**src/design/ams_pkg.sv**
```systemverilog
// ams_pkg: shared types, constants and helpers for the attitude mode supervisor
// used by every design file of the block; depends on nothing

package ams_pkg;

   localparam int AMS_QUEUE_DEPTH = 2;

   localparam int CSR_INDEX_W = 3;
   localparam int CSR_DATA_W  = 32;

   // register indexes of the configuration port
   localparam logic [CSR_INDEX_W-1:0] CSR_SAFE_RATE_LIMIT     = 3'd0;
   localparam logic [CSR_INDEX_W-1:0] CSR_DETUMBLE_RATE_LIMIT = 3'd1;
   localparam logic [CSR_INDEX_W-1:0] CSR_ATTITUDE_ERR_LIMIT  = 3'd2;
   localparam logic [CSR_INDEX_W-1:0] CSR_ACQUISITION_TIMEOUT = 3'd3;
   localparam logic [CSR_INDEX_W-1:0] CSR_POINTING_GUARD      = 3'd4;
   localparam logic [CSR_INDEX_W-1:0] CSR_DUMP_TRIGGER        = 3'd5;
   localparam logic [CSR_INDEX_W-1:0] CSR_DUMP_COMPLETE       = 3'd6;

   // output mode codes
   localparam logic [2:0] MODE_SAFE       = 3'd0;
   localparam logic [2:0] MODE_DETUMBLING = 3'd1;
   localparam logic [2:0] MODE_SUN_ACQ    = 3'd2;
   localparam logic [2:0] MODE_FINE       = 3'd3;
   localparam logic [2:0] MODE_DUMP       = 3'd4;

   localparam logic [2:0] RECOVERY_FACTOR = 3'd5;

   typedef enum logic [4:0] {
      ST_SAFE     = 5'b00001,
      ST_DETUMBLE = 5'b00010,
      ST_SUN_ACQ  = 5'b00100,
      ST_FINE     = 5'b01000,
      ST_DUMP     = 5'b10000
   } state_type;

   typedef struct packed {
      logic [31:0]        time_ms;
      logic signed [15:0] rate_x;
      logic signed [15:0] rate_y;
      logic signed [15:0] rate_z;
      logic signed [15:0] momentum_x;
      logic signed [15:0] momentum_y;
      logic signed [15:0] momentum_z;
      logic               attitude_err_valid;
      logic [15:0]        attitude_err;
      logic               external_fault;
      logic               pointing_err_fresh;
      logic [15:0]        pointing_err;
   } req_type;

   typedef struct packed {
      logic [2:0] mode;
      logic [2:0] previous_mode;
      logic [1:0] fault_bits;
      logic       mode_changed;
   } rsp_type;

   // configuration as seen by the datapath, rate limits already squared
   typedef struct packed {
      logic [29:0] safe_sq;
      logic [29:0] detumble_sq;
      logic [34:0] recovery_sq;
      logic [15:0] attitude_err_limit;
      logic [31:0] acquisition_timeout;
      logic [15:0] pointing_guard;
      logic [14:0] dump_trigger;
      logic [14:0] dump_complete;
   } cfg_type;

   // classified tick, handed from front to back
   typedef struct packed {
      logic [31:0] time_ms;
      logic        rate_over;
      logic        rate_recovered;
      logic        rate_settled;
      logic        momentum_high;
      logic        momentum_low;
      logic        external_fault;
      logic        attitude_err_valid;
      logic [15:0] attitude_err;
      logic        pointing_err_fresh;
      logic [15:0] pointing_err;
   } cls_type;

   function automatic logic [15:0] abs16(input logic signed [15:0] v);
      abs16 = v[15] ? 16'(-v) : 16'(v);
   endfunction

   function automatic logic [2:0] mode_code(input state_type s);
      case (s)
         ST_SAFE:     mode_code = MODE_SAFE;
         ST_DETUMBLE: mode_code = MODE_DETUMBLING;
         ST_SUN_ACQ:  mode_code = MODE_SUN_ACQ;
         ST_FINE:     mode_code = MODE_FINE;
         ST_DUMP:     mode_code = MODE_DUMP;
         default:     mode_code = MODE_SAFE;
      endcase
   endfunction

endpackage

```
**src/design/ams_front.sv**
```systemverilog
// ams_front: classifies one tick against the squared rate limits and momentum limits
// depends on ams_pkg

module ams_front (
   input  ams_pkg::req_type req,
   input  ams_pkg::cfg_type cfg,
   output ams_pkg::cls_type cls
);
   import ams_pkg::*;

   logic [15:0] ax, ay, az;
   logic [31:0] sq_x, sq_y, sq_z;
   logic [31:0] rate_sq;
   logic [15:0] hx, hy, hz, h_max;

   always_comb begin
      ax = abs16(req.rate_x);
      ay = abs16(req.rate_y);
      az = abs16(req.rate_z);
      sq_x = 32'(ax) * 32'(ax);
      sq_y = 32'(ay) * 32'(ay);
      sq_z = 32'(az) * 32'(az);
      // three squares of at most 2^30 each stay below 2^32
      rate_sq = sq_x + sq_y + sq_z;

      hx = abs16(req.momentum_x);
      hy = abs16(req.momentum_y);
      hz = abs16(req.momentum_z);
      h_max = hx;
      if (hy > h_max) begin
         h_max = hy;
      end
      if (hz > h_max) begin
         h_max = hz;
      end

      cls.time_ms            = req.time_ms;
      cls.rate_over          = rate_sq > {2'b00, cfg.safe_sq};
      cls.rate_recovered     = {3'b000, rate_sq} < cfg.recovery_sq;
      cls.rate_settled       = rate_sq < {2'b00, cfg.detumble_sq};
      cls.momentum_high      = h_max > {1'b0, cfg.dump_trigger};
      cls.momentum_low       = h_max < {1'b0, cfg.dump_complete};
      cls.external_fault     = req.external_fault;
      cls.attitude_err_valid = req.attitude_err_valid;
      cls.attitude_err       = req.attitude_err;
      cls.pointing_err_fresh = req.pointing_err_fresh;
      cls.pointing_err       = req.pointing_err;
   end

endmodule

```
**src/design/ams_queue.sv**
```systemverilog
// ams_queue: small fifo of classified ticks between front and back
// depends on ams_pkg

module ams_queue #(
   parameter int DEPTH = ams_pkg::AMS_QUEUE_DEPTH
) (
   input  logic             clock,
   input  logic             reset,
   input  logic             in_valid,
   output logic             in_ready,
   input  ams_pkg::cls_type in_data,
   output logic             out_valid,
   input  logic             out_ready,
   output ams_pkg::cls_type out_data
);
   import ams_pkg::*;

   localparam int PTR_W = (DEPTH > 1) ? $clog2(DEPTH) : 1;
   localparam int CNT_W = $clog2(DEPTH + 1);

   cls_type entry_ff [DEPTH];
   logic [PTR_W-1:0] wr_ptr_ff, wr_ptr_in;
   logic [PTR_W-1:0] rd_ptr_ff, rd_ptr_in;
   logic [CNT_W-1:0] count_ff, count_in;
   logic push, pop;

   assign in_ready  = count_ff != CNT_W'(DEPTH);
   assign out_valid = count_ff != '0;
   assign out_data  = entry_ff[rd_ptr_ff];
   assign push      = in_valid && in_ready;
   assign pop       = out_valid && out_ready;

   always_comb begin
      wr_ptr_in = wr_ptr_ff;
      rd_ptr_in = rd_ptr_ff;
      count_in  = count_ff;
      if (push) begin
         wr_ptr_in = (wr_ptr_ff == PTR_W'(DEPTH - 1)) ? '0 : wr_ptr_ff + 1'b1;
      end
      if (pop) begin
         rd_ptr_in = (rd_ptr_ff == PTR_W'(DEPTH - 1)) ? '0 : rd_ptr_ff + 1'b1;
      end
      if (push && !pop) begin
         count_in = count_ff + 1'b1;
      end else if (pop && !push) begin
         count_in = count_ff - 1'b1;
      end
   end

   always_ff @(posedge clock) begin
      if (reset) begin
         wr_ptr_ff <= '0;
         rd_ptr_ff <= '0;
         count_ff  <= '0;
      end else begin
         wr_ptr_ff <= wr_ptr_in;
         rd_ptr_ff <= rd_ptr_in;
         count_ff  <= count_in;
      end
   end

   always_ff @(posedge clock) begin
      if (push) begin
         entry_ff[wr_ptr_ff] <= in_data;
      end
   end

endmodule

```
**src/design/ams_back.sv**
```systemverilog
// ams_back: mode state machine, latched errors and the result register
// depends on ams_pkg

module ams_back (
   input  logic             clock,
   input  logic             reset,
   input  ams_pkg::cfg_type cfg,
   input  logic             in_valid,
   output logic             in_ready,
   input  ams_pkg::cls_type in_data,
   output logic             rsp_valid,
   input  logic             rsp_ready,
   output ams_pkg::rsp_type rsp_data
);
   import ams_pkg::*;

   state_type   state_ff, state_in;
   logic [2:0]  last_mode_ff, last_mode_in;
   logic [31:0] entry_time_ff, entry_time_in;
   logic [1:0]  sticky_ff, sticky_in;
   logic        att_seen_ff, att_seen_in;
   logic [15:0] att_latched_ff, att_latched_in;
   logic        pt_seen_ff, pt_seen_in;
   logic [15:0] pt_latched_ff, pt_latched_in;
   logic        rsp_valid_ff, rsp_valid_in;
   rsp_type     rsp_data_ff, rsp_data_in;
   logic        pop;

   assign in_ready  = !rsp_valid_ff || rsp_ready;
   assign pop       = in_valid && in_ready;
   assign rsp_valid = rsp_valid_ff;
   assign rsp_data  = rsp_data_ff;

   always_comb begin
      state_type   target;
      logic [31:0] in_mode;
      logic        att_ok;
      logic        pt_ok;
      logic        changed;

      state_in       = state_ff;
      last_mode_in   = last_mode_ff;
      entry_time_in  = entry_time_ff;
      sticky_in      = sticky_ff;
      att_seen_in    = att_seen_ff;
      att_latched_in = att_latched_ff;
      pt_seen_in     = pt_seen_ff;
      pt_latched_in  = pt_latched_ff;
      rsp_valid_in   = rsp_valid_ff && !rsp_ready;
      rsp_data_in    = rsp_data_ff;
      target         = state_ff;
      in_mode        = in_data.time_ms - entry_time_ff;
      att_ok         = 1'b0;
      pt_ok          = 1'b0;
      changed        = 1'b0;

      if (pop) begin
         // pointing error is latched in every mode, ahead of the tests
         if (in_data.pointing_err_fresh) begin
            pt_seen_in    = 1'b1;
            pt_latched_in = in_data.pointing_err;
         end

         if (in_data.external_fault || in_data.rate_over) begin
            sticky_in = sticky_ff | {in_data.external_fault, in_data.rate_over};
            target    = ST_SAFE;
         end else begin
            case (state_ff)
               ST_SAFE: begin
                  if (in_data.rate_recovered) begin
                     sticky_in = '0;
                     target    = ST_DETUMBLE;
                  end
               end
               ST_DETUMBLE: begin
                  if (in_data.rate_settled) begin
                     target = ST_SUN_ACQ;
                  end
               end
               ST_SUN_ACQ: begin
                  // attitude error only latched while acquiring
                  if (in_data.attitude_err_valid) begin
                     att_seen_in    = 1'b1;
                     att_latched_in = in_data.attitude_err;
                  end
                  att_ok = att_seen_in && (att_latched_in < cfg.attitude_err_limit);
                  if (att_ok || (in_mode > cfg.acquisition_timeout)) begin
                     target = ST_FINE;
                  end
               end
               ST_FINE: begin
                  pt_ok = !pt_seen_in || (pt_latched_in < cfg.pointing_guard);
                  if (in_data.momentum_high && pt_ok) begin
                     target = ST_DUMP;
                  end
               end
               ST_DUMP: begin
                  if (in_data.momentum_low) begin
                     target = ST_FINE;
                  end
               end
               default: begin
                  target = ST_SAFE;
               end
            endcase
         end

         changed = target != state_ff;
         if (changed) begin
            last_mode_in  = mode_code(state_ff);
            state_in      = target;
            entry_time_in = in_data.time_ms;
         end

         rsp_valid_in              = 1'b1;
         rsp_data_in.mode          = mode_code(state_in);
         rsp_data_in.previous_mode = last_mode_in;
         rsp_data_in.fault_bits    = sticky_in;
         rsp_data_in.mode_changed  = changed;
      end
   end

   always_ff @(posedge clock) begin
      if (reset) begin
         state_ff       <= ST_DETUMBLE;
         last_mode_ff   <= MODE_DETUMBLING;
         entry_time_ff  <= '0;
         sticky_ff      <= '0;
         att_seen_ff    <= 1'b0;
         att_latched_ff <= '0;
         pt_seen_ff     <= 1'b0;
         pt_latched_ff  <= '0;
         rsp_valid_ff   <= 1'b0;
      end else begin
         state_ff       <= state_in;
         last_mode_ff   <= last_mode_in;
         entry_time_ff  <= entry_time_in;
         sticky_ff      <= sticky_in;
         att_seen_ff    <= att_seen_in;
         att_latched_ff <= att_latched_in;
         pt_seen_ff     <= pt_seen_in;
         pt_latched_ff  <= pt_latched_in;
         rsp_valid_ff   <= rsp_valid_in;
      end
   end

   always_ff @(posedge clock) begin
      rsp_data_ff <= rsp_data_in;
   end

endmodule

```
**src/design/attitude_mode_supervisor.sv**
```systemverilog
// attitude_mode_supervisor: top level, configuration registers, front, queue and back
// depends on ams_pkg, ams_front, ams_queue, ams_back

// Five-mode attitude supervisor (safe, detumble, sun acquisition, fine pointing,
// momentum dump). Each tick transfer on the req_ channel yields exactly one result
// transfer on the rsp_ channel, in order. The block takes one tick per clock
// cycle while the queue has room; the front classifier squares the three body
// rates, sums them and compares against the squared limits combinationally. A
// result is registered in the queue by the front, then in the result register by
// the back's mode update. The queue of QUEUE_DEPTH ticks lets req_ keep flowing
// for that many ticks while rsp_ is stalled. Configuration registers are written
// through the csr_ port, always ready; their squared forms are formed at write
// time, so a tick may follow a write in the next cycle. Writes must happen only
// while no tick is in flight. Indexes beyond the register list are ignored.

module attitude_mode_supervisor #(
   parameter int QUEUE_DEPTH = ams_pkg::AMS_QUEUE_DEPTH
) (
   input  logic                               clock,
   input  logic                               reset,
   input  logic                               req_valid,
   output logic                               req_ready,
   input  ams_pkg::req_type                   req_data,
   output logic                               rsp_valid,
   input  logic                               rsp_ready,
   output ams_pkg::rsp_type                   rsp_data,
   input  logic                               csr_valid,
   output logic                               csr_ready,
   input  logic [ams_pkg::CSR_INDEX_W-1:0]    csr_index,
   input  logic [ams_pkg::CSR_DATA_W-1:0]     csr_data
);
   import ams_pkg::*;

   // configuration, limits kept squared for the rate tests
   logic [29:0] safe_sq_ff;
   logic [29:0] detumble_sq_ff;
   logic [34:0] recovery_sq_ff;
   logic [15:0] attitude_err_limit_ff;
   logic [31:0] acquisition_timeout_ff;
   logic [15:0] pointing_guard_ff;
   logic [14:0] dump_trigger_ff;
   logic [14:0] dump_complete_ff;

   logic        csr_write;
   logic [14:0] csr_low15;
   logic [29:0] csr_sq;
   logic [34:0] recovery_sq;
   cfg_type     cfg;
   cls_type     front_cls;
   cls_type     queue_head;
   logic        queue_valid;
   logic        back_ready;

   assign csr_ready = 1'b1;
   assign csr_write = csr_valid && csr_ready;
   assign csr_low15 = csr_data[14:0];
   assign csr_sq    = 30'(csr_low15) * 30'(csr_low15);
   // five times the detumble limit, squared: 25 times its square, 16 + 8 + 1
   assign recovery_sq = {1'b0, csr_sq, 4'b0000} + {2'b00, csr_sq, 3'b000}
                      + {5'b00000, csr_sq};

   always_ff @(posedge clock) begin
      if (reset) begin
         safe_sq_ff             <= '0;
         detumble_sq_ff         <= '0;
         recovery_sq_ff         <= '0;
         attitude_err_limit_ff  <= '0;
         acquisition_timeout_ff <= '0;
         pointing_guard_ff      <= '0;
         dump_trigger_ff        <= '0;
         dump_complete_ff       <= '0;
      end else if (csr_write) begin
         case (csr_index)
            CSR_SAFE_RATE_LIMIT: begin
               safe_sq_ff <= csr_sq;
            end
            CSR_DETUMBLE_RATE_LIMIT: begin
               detumble_sq_ff <= csr_sq;
               recovery_sq_ff <= recovery_sq;
            end
            CSR_ATTITUDE_ERR_LIMIT: begin
               attitude_err_limit_ff <= csr_data[15:0];
            end
            CSR_ACQUISITION_TIMEOUT: begin
               acquisition_timeout_ff <= csr_data;
            end
            CSR_POINTING_GUARD: begin
               pointing_guard_ff <= csr_data[15:0];
            end
            CSR_DUMP_TRIGGER: begin
               dump_trigger_ff <= csr_low15;
            end
            CSR_DUMP_COMPLETE: begin
               dump_complete_ff <= csr_low15;
            end
            default: begin
               // index beyond the register list, nothing written
            end
         endcase
      end
   end

   always_comb begin
      cfg.safe_sq             = safe_sq_ff;
      cfg.detumble_sq         = detumble_sq_ff;
      cfg.recovery_sq         = recovery_sq_ff;
      cfg.attitude_err_limit  = attitude_err_limit_ff;
      cfg.acquisition_timeout = acquisition_timeout_ff;
      cfg.pointing_guard      = pointing_guard_ff;
      cfg.dump_trigger        = dump_trigger_ff;
      cfg.dump_complete       = dump_complete_ff;
   end

   // front: rate and momentum classification of the incoming tick
   ams_front u_front (
      .req (req_data),
      .cfg (cfg),
      .cls (front_cls)
   );

   // queue: decouples tick intake from the mode update
   ams_queue #(
      .DEPTH (QUEUE_DEPTH)
   ) u_queue (
      .clock     (clock),
      .reset     (reset),
      .in_valid  (req_valid),
      .in_ready  (req_ready),
      .in_data   (front_cls),
      .out_valid (queue_valid),
      .out_ready (back_ready),
      .out_data  (queue_head)
   );

   // back: mode state machine and result register
   ams_back u_back (
      .clock     (clock),
      .reset     (reset),
      .cfg       (cfg),
      .in_valid  (queue_valid),
      .in_ready  (back_ready),
      .in_data   (queue_head),
      .rsp_valid (rsp_valid),
      .rsp_ready (rsp_ready),
      .rsp_data  (rsp_data)
   );

   // a reported transition always moves to a different mode
   a_changed_differs : assert property (@(posedge clock) disable iff (reset)
      rsp_valid && rsp_data.mode_changed |-> rsp_data.mode != rsp_data.previous_mode)
      else $error("mode_changed set without a mode difference");

   // entering safe mode always leaves a fault reason behind
   a_safe_entry_fault : assert property (@(posedge clock) disable iff (reset)
      rsp_valid && rsp_data.mode_changed && rsp_data.mode == MODE_SAFE
         |-> rsp_data.fault_bits != 2'b00)
      else $error("safe mode entered with no fault recorded");

   // sticky faults only survive while in safe mode
   a_faults_only_in_safe : assert property (@(posedge clock) disable iff (reset)
      rsp_valid && rsp_data.fault_bits != 2'b00 |-> rsp_data.mode == MODE_SAFE)
      else $error("fault bits set outside safe mode");

   // the back never takes a tick while the result register is stalled
   a_back_holds : assert property (@(posedge clock) disable iff (reset)
      rsp_valid && !rsp_ready |-> !back_ready)
      else $error("back accepted a tick over a stalled result");

endmodule

```
**config.mk**
```make
export PLATFORM = sky130hd
export DESIGN_NAME = attitude_mode_supervisor
export DESIGN_NICKNAME = d
export VERILOG_FILES = /design/src/design/ams_pkg.sv /design/src/design/ams_front.sv /design/src/design/ams_queue.sv /design/src/design/ams_back.sv /design/src/design/attitude_mode_supervisor.sv
export SDC_FILE = /design/constraint.sdc
export NUM_CORES = 2
export LEC_CHECK = 0
export ABC_AREA = 1
export BUFFER_PORTS_ARGS = -buffer_cell sky130_fd_sc_hd__buf_2
export CAP_MARGIN = 15
export CORE_MARGIN = 8
export CORE_UTILIZATION = 28
export CTS_CLUSTER_DIAMETER = 120
export DETAILED_ROUTE_END_ITERATION = 8
export GPL_TIMING_DRIVEN = 0
export PLACE_DENSITY_LB_ADDON = 0.15
export SLEW_MARGIN = 40
export SYNTH_ARGS = -nofsm -noshare
export SYNTH_HDL_FRONTEND = slang
export SYNTH_SLANG_ARGS = --single-unit
export TNS_END_PERCENT = 1
```
**constraint.sdc**
```tcl
create_clock -name clock -period 9.6 [get_ports clock]
set_clock_uncertainty 0.2 [all_clocks]
set_input_delay 0.48 -clock clock [delete_from_list [all_inputs] [get_ports clock]]
set_output_delay 0.48 -clock clock [all_outputs]
set_load 0.01 [all_outputs]
```
### Yosys cells after proc, flatten, opt, wreduce, memory -nomap -nowiden

Memory sizes are Yosys's and may differ from the RTL's. A register that Yosys moved wholly into a read port is not among the register bits.
Cells that the tools add are included.

* register bits after elaboration: 279
* RAM bits: 144
* bits of input ports: 203
* output and inout bits: 12
* logic and storage cells: 146
* memories: 1

Memory list
* u_queue.entry_ff: words 2, bits a word 72, rd ports 1, clocked after Yosys merged registers in 1, wr ports 1, RTL line ams_queue.sv:21 `cls_type entry_ff [DEPTH];`

* $add $sub $neg: 15
* $mul: 4
* order comparisons: 10
* equality and inequality tests: 17
* muxes and demuxes: 45
* bitwise logic cells: 2
* reduce and logical (&&, ||, !) cells: 28

Operators with widths (count)
* 16-bit two-way mux: 14
* 16-bit by 16-bit multiplier with 32-bit output: 3
* 16-bit negator: 6
* 32-bit adder: 2
* 5-bit two-way mux: 9
* 34-bit by 33-bit adder with 35-bit output: 1
* 35-bit by 30-bit adder with 35-bit output: 1
* 32-bit by 35-bit < comparator with 1-bit output: 1
* 16-bit greater-than comparator: 2
* 32-bit by 30-bit greater-than comparator with 1-bit output: 1
* 32-bit greater-than comparator: 1
* 16-bit < comparator: 2
* 32-bit by 30-bit < comparator with 1-bit output: 1
* 32-bit subtractor: 1
* 15-bit by 15-bit multiplier with 30-bit output: 1
* 5-bit one-hot mux with 5 select lines: 1
* 3-bit one-hot mux with 4 select lines: 2
* 16-bit by 15-bit greater-than comparator with 1-bit output: 1
* 16-bit by 15-bit < comparator with 1-bit output: 1
* 2-bit AND reduction: 8
* 1-bit two-way mux: 13
* 5-bit by 2-bit == test with 1-bit output (second input constant): 2
* 5-bit by 3-bit == test with 1-bit output (second input constant): 2
* 5-bit by 4-bit == test with 1-bit output (second input constant): 2
* 20 further kinds: 43

### Logic depth before layout (Yosys ltp)

* word-level depth: 16
* depth in mapped cells: 59
* mapped depth without buffers: 57

### Modules after synthesis

From an unflattened synthesis, not the netlist that was laid out.

* cell total of the unflattened synthesis: 7239
* area, all modules: 57995.6 um^2

By module, submodules not included
* ams_front: instances 1, cells an instance 3552, area each 28518.6 um^2, sequential area each 0.0 um^2
* attitude_mode_supervisor: instances 1, cells an instance 2374, area each 16641.0 um^2, sequential area each 3683.5 um^2
* ams_back: instances 1, cells an instance 1052, area each 7048.0 um^2, sequential area each 1811.7 um^2
* ams_queue: instances 1, cells an instance 261, area each 5788.1 um^2, sequential area each 4424.2 um^2

### Worst setup path after synthesis

OpenSTA, ideal clock, no wires.

* path kind: input to register
* start: input port req_data[99] in the netlist's numbering
* end: memory u_queue.entry_ff[0][39] in the netlist's numbering, data pin
* arrival time: 9.706 ns
* required time: 9.126 ns
* path slack: -0.580 ns
* stages: 45
* path buffers: 1
* path through: inv_2 clkbuf_1 ha_1 inv_1 nor2_1 nand3_1 o21ai_0 xor2_1 inv_1 nor2_1 inv_1 fa_1 fa_1 inv_1 fa_1 inv_1 fa_1 inv_1 [... 9 more ...] ha_1 inv_1 o21ai_0 nand2_1 nand2_1 nand2_1 nand2_1 a21o_1 a21oi_1 o21ai_0 xor2_1 ha_1 nand2_1 nor2_1 a211oi_1 a21oi_1 o21ai_0 nand4_1

RTL lines
* start: declaration: RTL line attitude_mode_supervisor.sv:23 `input ams_pkg::req_type req_data,`
* end: declaration: RTL line ams_queue.sv:21

==> impl_metrics.toml <==
[status]
status = "complete, but fails checks"
violations = "setup timing"

[cells_and_area]
num-fill-cells = 20600
fin_util_pct = 33.6
finalInstanceArea_sq_um = 65400
syn2layout_area_growth_pct = 19.5
final_nets = 8759
drive_gt1_share_pct = 13.4

[critical_path]
crit_cells = 41
start_kind = "input port"
cp_top_family = "adder cells"
crit_path_end_kind = "flop"
crit_type = "in2reg"
crit_buf_inv = 13
r2r_cells = 40
required_ns = 9.72
rrSetupSlack_ns = 1.69
cpPeakStageDelay_ns = 0.57
crit_arrival_ns = 9.89
cp_max_fo = 10
slowest_stage = "fa_1"
r2r_end = "u_back.rsp_data[5]$_DFFE_PP_"
worst_path_most_repeated_cell = "inv_1"

[logic_synthesis]
syn-cell-area_sq_um = 54700
synth_edf_count = 153
ys_ff_latch = 419
syn_area_per_cell_sq_um = 8.28
ys_seq_area_share_pct = 18.1
ys_async_sr_fraction_pct = 0
synthCells = 6608
synth_cell_types = 61
synth_top_flop_cell = "dfxtp_1"
yosys_warnings = 0

[floorplanning]
die_w_um = 458
fp.dieArea_sq_um = 210000
start_util_pct = 28.1
dieHeight_um = 458
rows = 162
io_pins = 215
core_area_sq_um = 195000

[drt]
routed_wl_um = 164000
drt.antenna.violating_nets = 0
avgRoutedWirePerCell_um = 16.8
drt_iter0_markers = 1753
num_vias = 42700
drt-pass1-iter-count = 5
viasPerCell = 4.38
drcViolationCount = 0

[cts]
cts_buffers = 48
tritoncts = "done"
clkTransAtPathRegs_ns = 0.06
cts_root_buffer = "clkbuf_16"
insertion_delay_ns = 0.62
cts_max_path_buffers = 3
cts_sinks = 419
h-tree-depth = 2

[hold_path]
hp-start = "csr_data[31]"
hold_path_end = "acquisition_timeout_ff[31]$_SDFFE_PP0P_"
whs_path_depth = 3
hold_class = "in2reg"

[timing]
hold_viol_final = 0
fin_ws_ns = -0.171
setup_viol = 6
slew_headroom_pct = 42.6
slew_viol_final = 0
fmax_ghz = 0.102
fin_crit_ns = 9.77
rsz0062_at_grt = "true"
fin_crit_sh_pct = 102
tightest_slew_ns = 0.850

[flow_run]
max_cap_violations = 0

[placement]
post_dp_cell_area_sq_um = 59500
io_buffers = 207
hpwl_um = 141000
place.gp.congestion = 0.885

[global_routing]
grt_max_degree = 19
grtUsageTotal_pct = 15.5
antenna_found_initial = 9
gr-total-overflow = 0
grt_pass1_wl_um = 259000
grt_pass1_vias = 45200
-- worst register-to-register path: cells and delay by family, from the launching register on --
family                   cells  cell delay (ns)
AO/OA/AOI/OAI                8             1.92
XOR/XNOR                     1             0.16
adder cells (fa/ha/maj)      3             0.92
buffers and inverters        7             1.66
flip-flops                   1             0.32
multiplexers                 1             0.55
AND/OR/NAND/NOR             20             1.89
-- layout by cell type, fill, tap and decap left out, types with 38 or more instances in the layout --
cell | Yosys | final
nand2_2 | 6 | 45
fa_1 | 776 | 751
a21oi_1 | 493 | 473
xnor2_1 | 57 | 53
dfxtp_1 | 266 | 266
nor2_4 | 0 | 40
clkbuf_16 | 0 | 53
nor2_1 | 489 | 411
clkbuf_1 | 141 | 105
edfxtp_1 | 153 | 153
buf_2 | 8 | 216
or2_2 | 48 | 43
nand3_1 | 92 | 86
ha_1 | 629 | 603
buf_4 | 2 | 148
inv_2 | 3 | 39
a31oi_1 | 38 | 38
nand4_1 | 41 | 41
o21ai_0 | 364 | 349
inv_1 | 1746 | 1691
nor2_2 | 1 | 39
conb_1 | 2 | 39
xor2_1 | 123 | 105
dlygate4sd3_1 | 0 | 83
nand2_1 | 848 | 783
-- worst max path at each step --
| stage | from | endpoint | slack [ns] |
|---|---|---|---|
| 4_1_cts | req_data[115] | u_queue.entry_ff[1][39]$_DFFE_PP_ | -0.42 |
| 3_3_place_gp | req_data[83] | u_queue.entry_ff[0][39]$_DFFE_PP_ | -3.72 |
| 6_report | req_data[83] | u_queue.entry_ff[0][38]$_DFFE_PP_ | -0.17 |
| 3_5_place_dp | req_data[83] | u_queue.entry_ff[1][39]$_DFFE_PP_ | -3.57 |
| 5_1_grt | req_data[83] | u_queue.entry_ff[1][39]$_DFFE_PP_ | -0.54 |
| 2_1_floorplan | req_data[115] | u_queue.entry_ff[0][39]$_DFFE_PP_ | -0.01 |
-- timing repair --
action	4_1_cts	5_1_grt
hold buffers	83	0
endpoints found under the hold margin	150	0
pin swaps	125	202
setup endpoints to repair	6	13
resized for setup	338	238
setup buffers	85	75
-- cells by family after synthesis --
kind of cell    count (synthesis)  synth area share (%)
compound gates               1021                  10.0
xor+xnor                      180                  2.88
other cells                     2                0.0137
buf+inv                      1940                  13.5
mux                             5                0.0915
flops                         419                  18.1
simple gates                 1636                  12.6
fa+ha+maj                    1405                  42.8
-- flip-flops by register name (all words and copies together), names as in the netlist, named ones only --
| register | flops |
|---|---|
| attitude_err_limit_ff | 16 |
| recovery_sq_ff | 32 |
| u_back.sticky_ff | 2 |
| safe_sq_ff | 29 |
| detumble_sq_ff | 29 |
| u_back.pt_latched_ff | 16 |
| u_back.rsp_data | 9 |
| dump_complete_ff | 15 |
| u_back.att_seen_ff | 1 |
| u_back.entry_time_ff | 32 |
| u_back.state_ff | 5 |
| u_queue.entry_ff | 144 |
| u_back.rsp_valid | 1 |
| u_queue.wr_ptr_ff | 1 |
| acquisition_timeout_ff | 32 |
| pointing_guard_ff | 16 |
| u_queue.rd_ptr_ff | 1 |
| u_queue.count_ff | 2 |
| u_back.att_latched_ff | 16 |
| dump_trigger_ff | 15 |
| u_back.pt_seen_ff | 1 |
| u_back.last_mode_ff | 3 |
-- routing by layer --
metal  up-vias  GRT usage (%)  wire, um
met1     20500           20.0     73700
li1      21300              -         -
met2       637           27.8     80500
met4         2           4.35      5760
met3       216           1.23      4060
met5         -              0        13
-- stage by stage --
step	hold WS (ns)	cells	worst slack, ns	setup TNS [ns]
2_1_floorplan	0.224	6645	-0.0146	-0.0293
3_3_place_gp	0.234	9394	-3.72	-25.93
3_5_place_dp	0.240	9403	-3.57	-21.36
4_1_cts	0.000885	9660	-0.418	-1.54
5_1_grt	0.0188	9734	-0.541	-3.27
6_report	0.0263	9736	-0.171	-0.685
-- cell type report --
cell class	instances	area (sq um)	share of cell area [%]
timing repair buffer	457	3390	5.19
tap	2542	3180	4.87
buffer	176	1020	1.56
clock inverter	24	310	0.475
multi-input combinational	4286	39400	60.3
clock buffer	66	1370	2.09
antenna	3	7.51	0.0115
sequential	419	9920	15.2
inverter	1763	6750	10.3
-- cells in the mapped netlist, types with 48 or more instances --
| library cell | count | area share [%] |
|---|---|---|
| inv_1 | 1746 | 12 |
| nand2_1 | 848 | 5.8 |
| fa_1 | 776 | 28 |
| ha_1 | 629 | 14 |
| a21oi_1 | 493 | 4.5 |
| nor2_1 | 489 | 3.4 |
| o21ai_0 | 364 | 3.3 |
| dfxtp_1 | 266 | 9.7 |
| edfxtp_1 | 153 | 8.4 |
| clkbuf_1 | 141 | 0.97 |
| xor2_1 | 123 | 2.0 |
| nand3_1 | 92 | 0.84 |
| xnor2_1 | 57 | 0.91 |
| or2_2 | 48 | 0.55 |
Power is not shown: default switching activity piles up to over one toggle a cycle in this logic, so the estimate is an artifact.
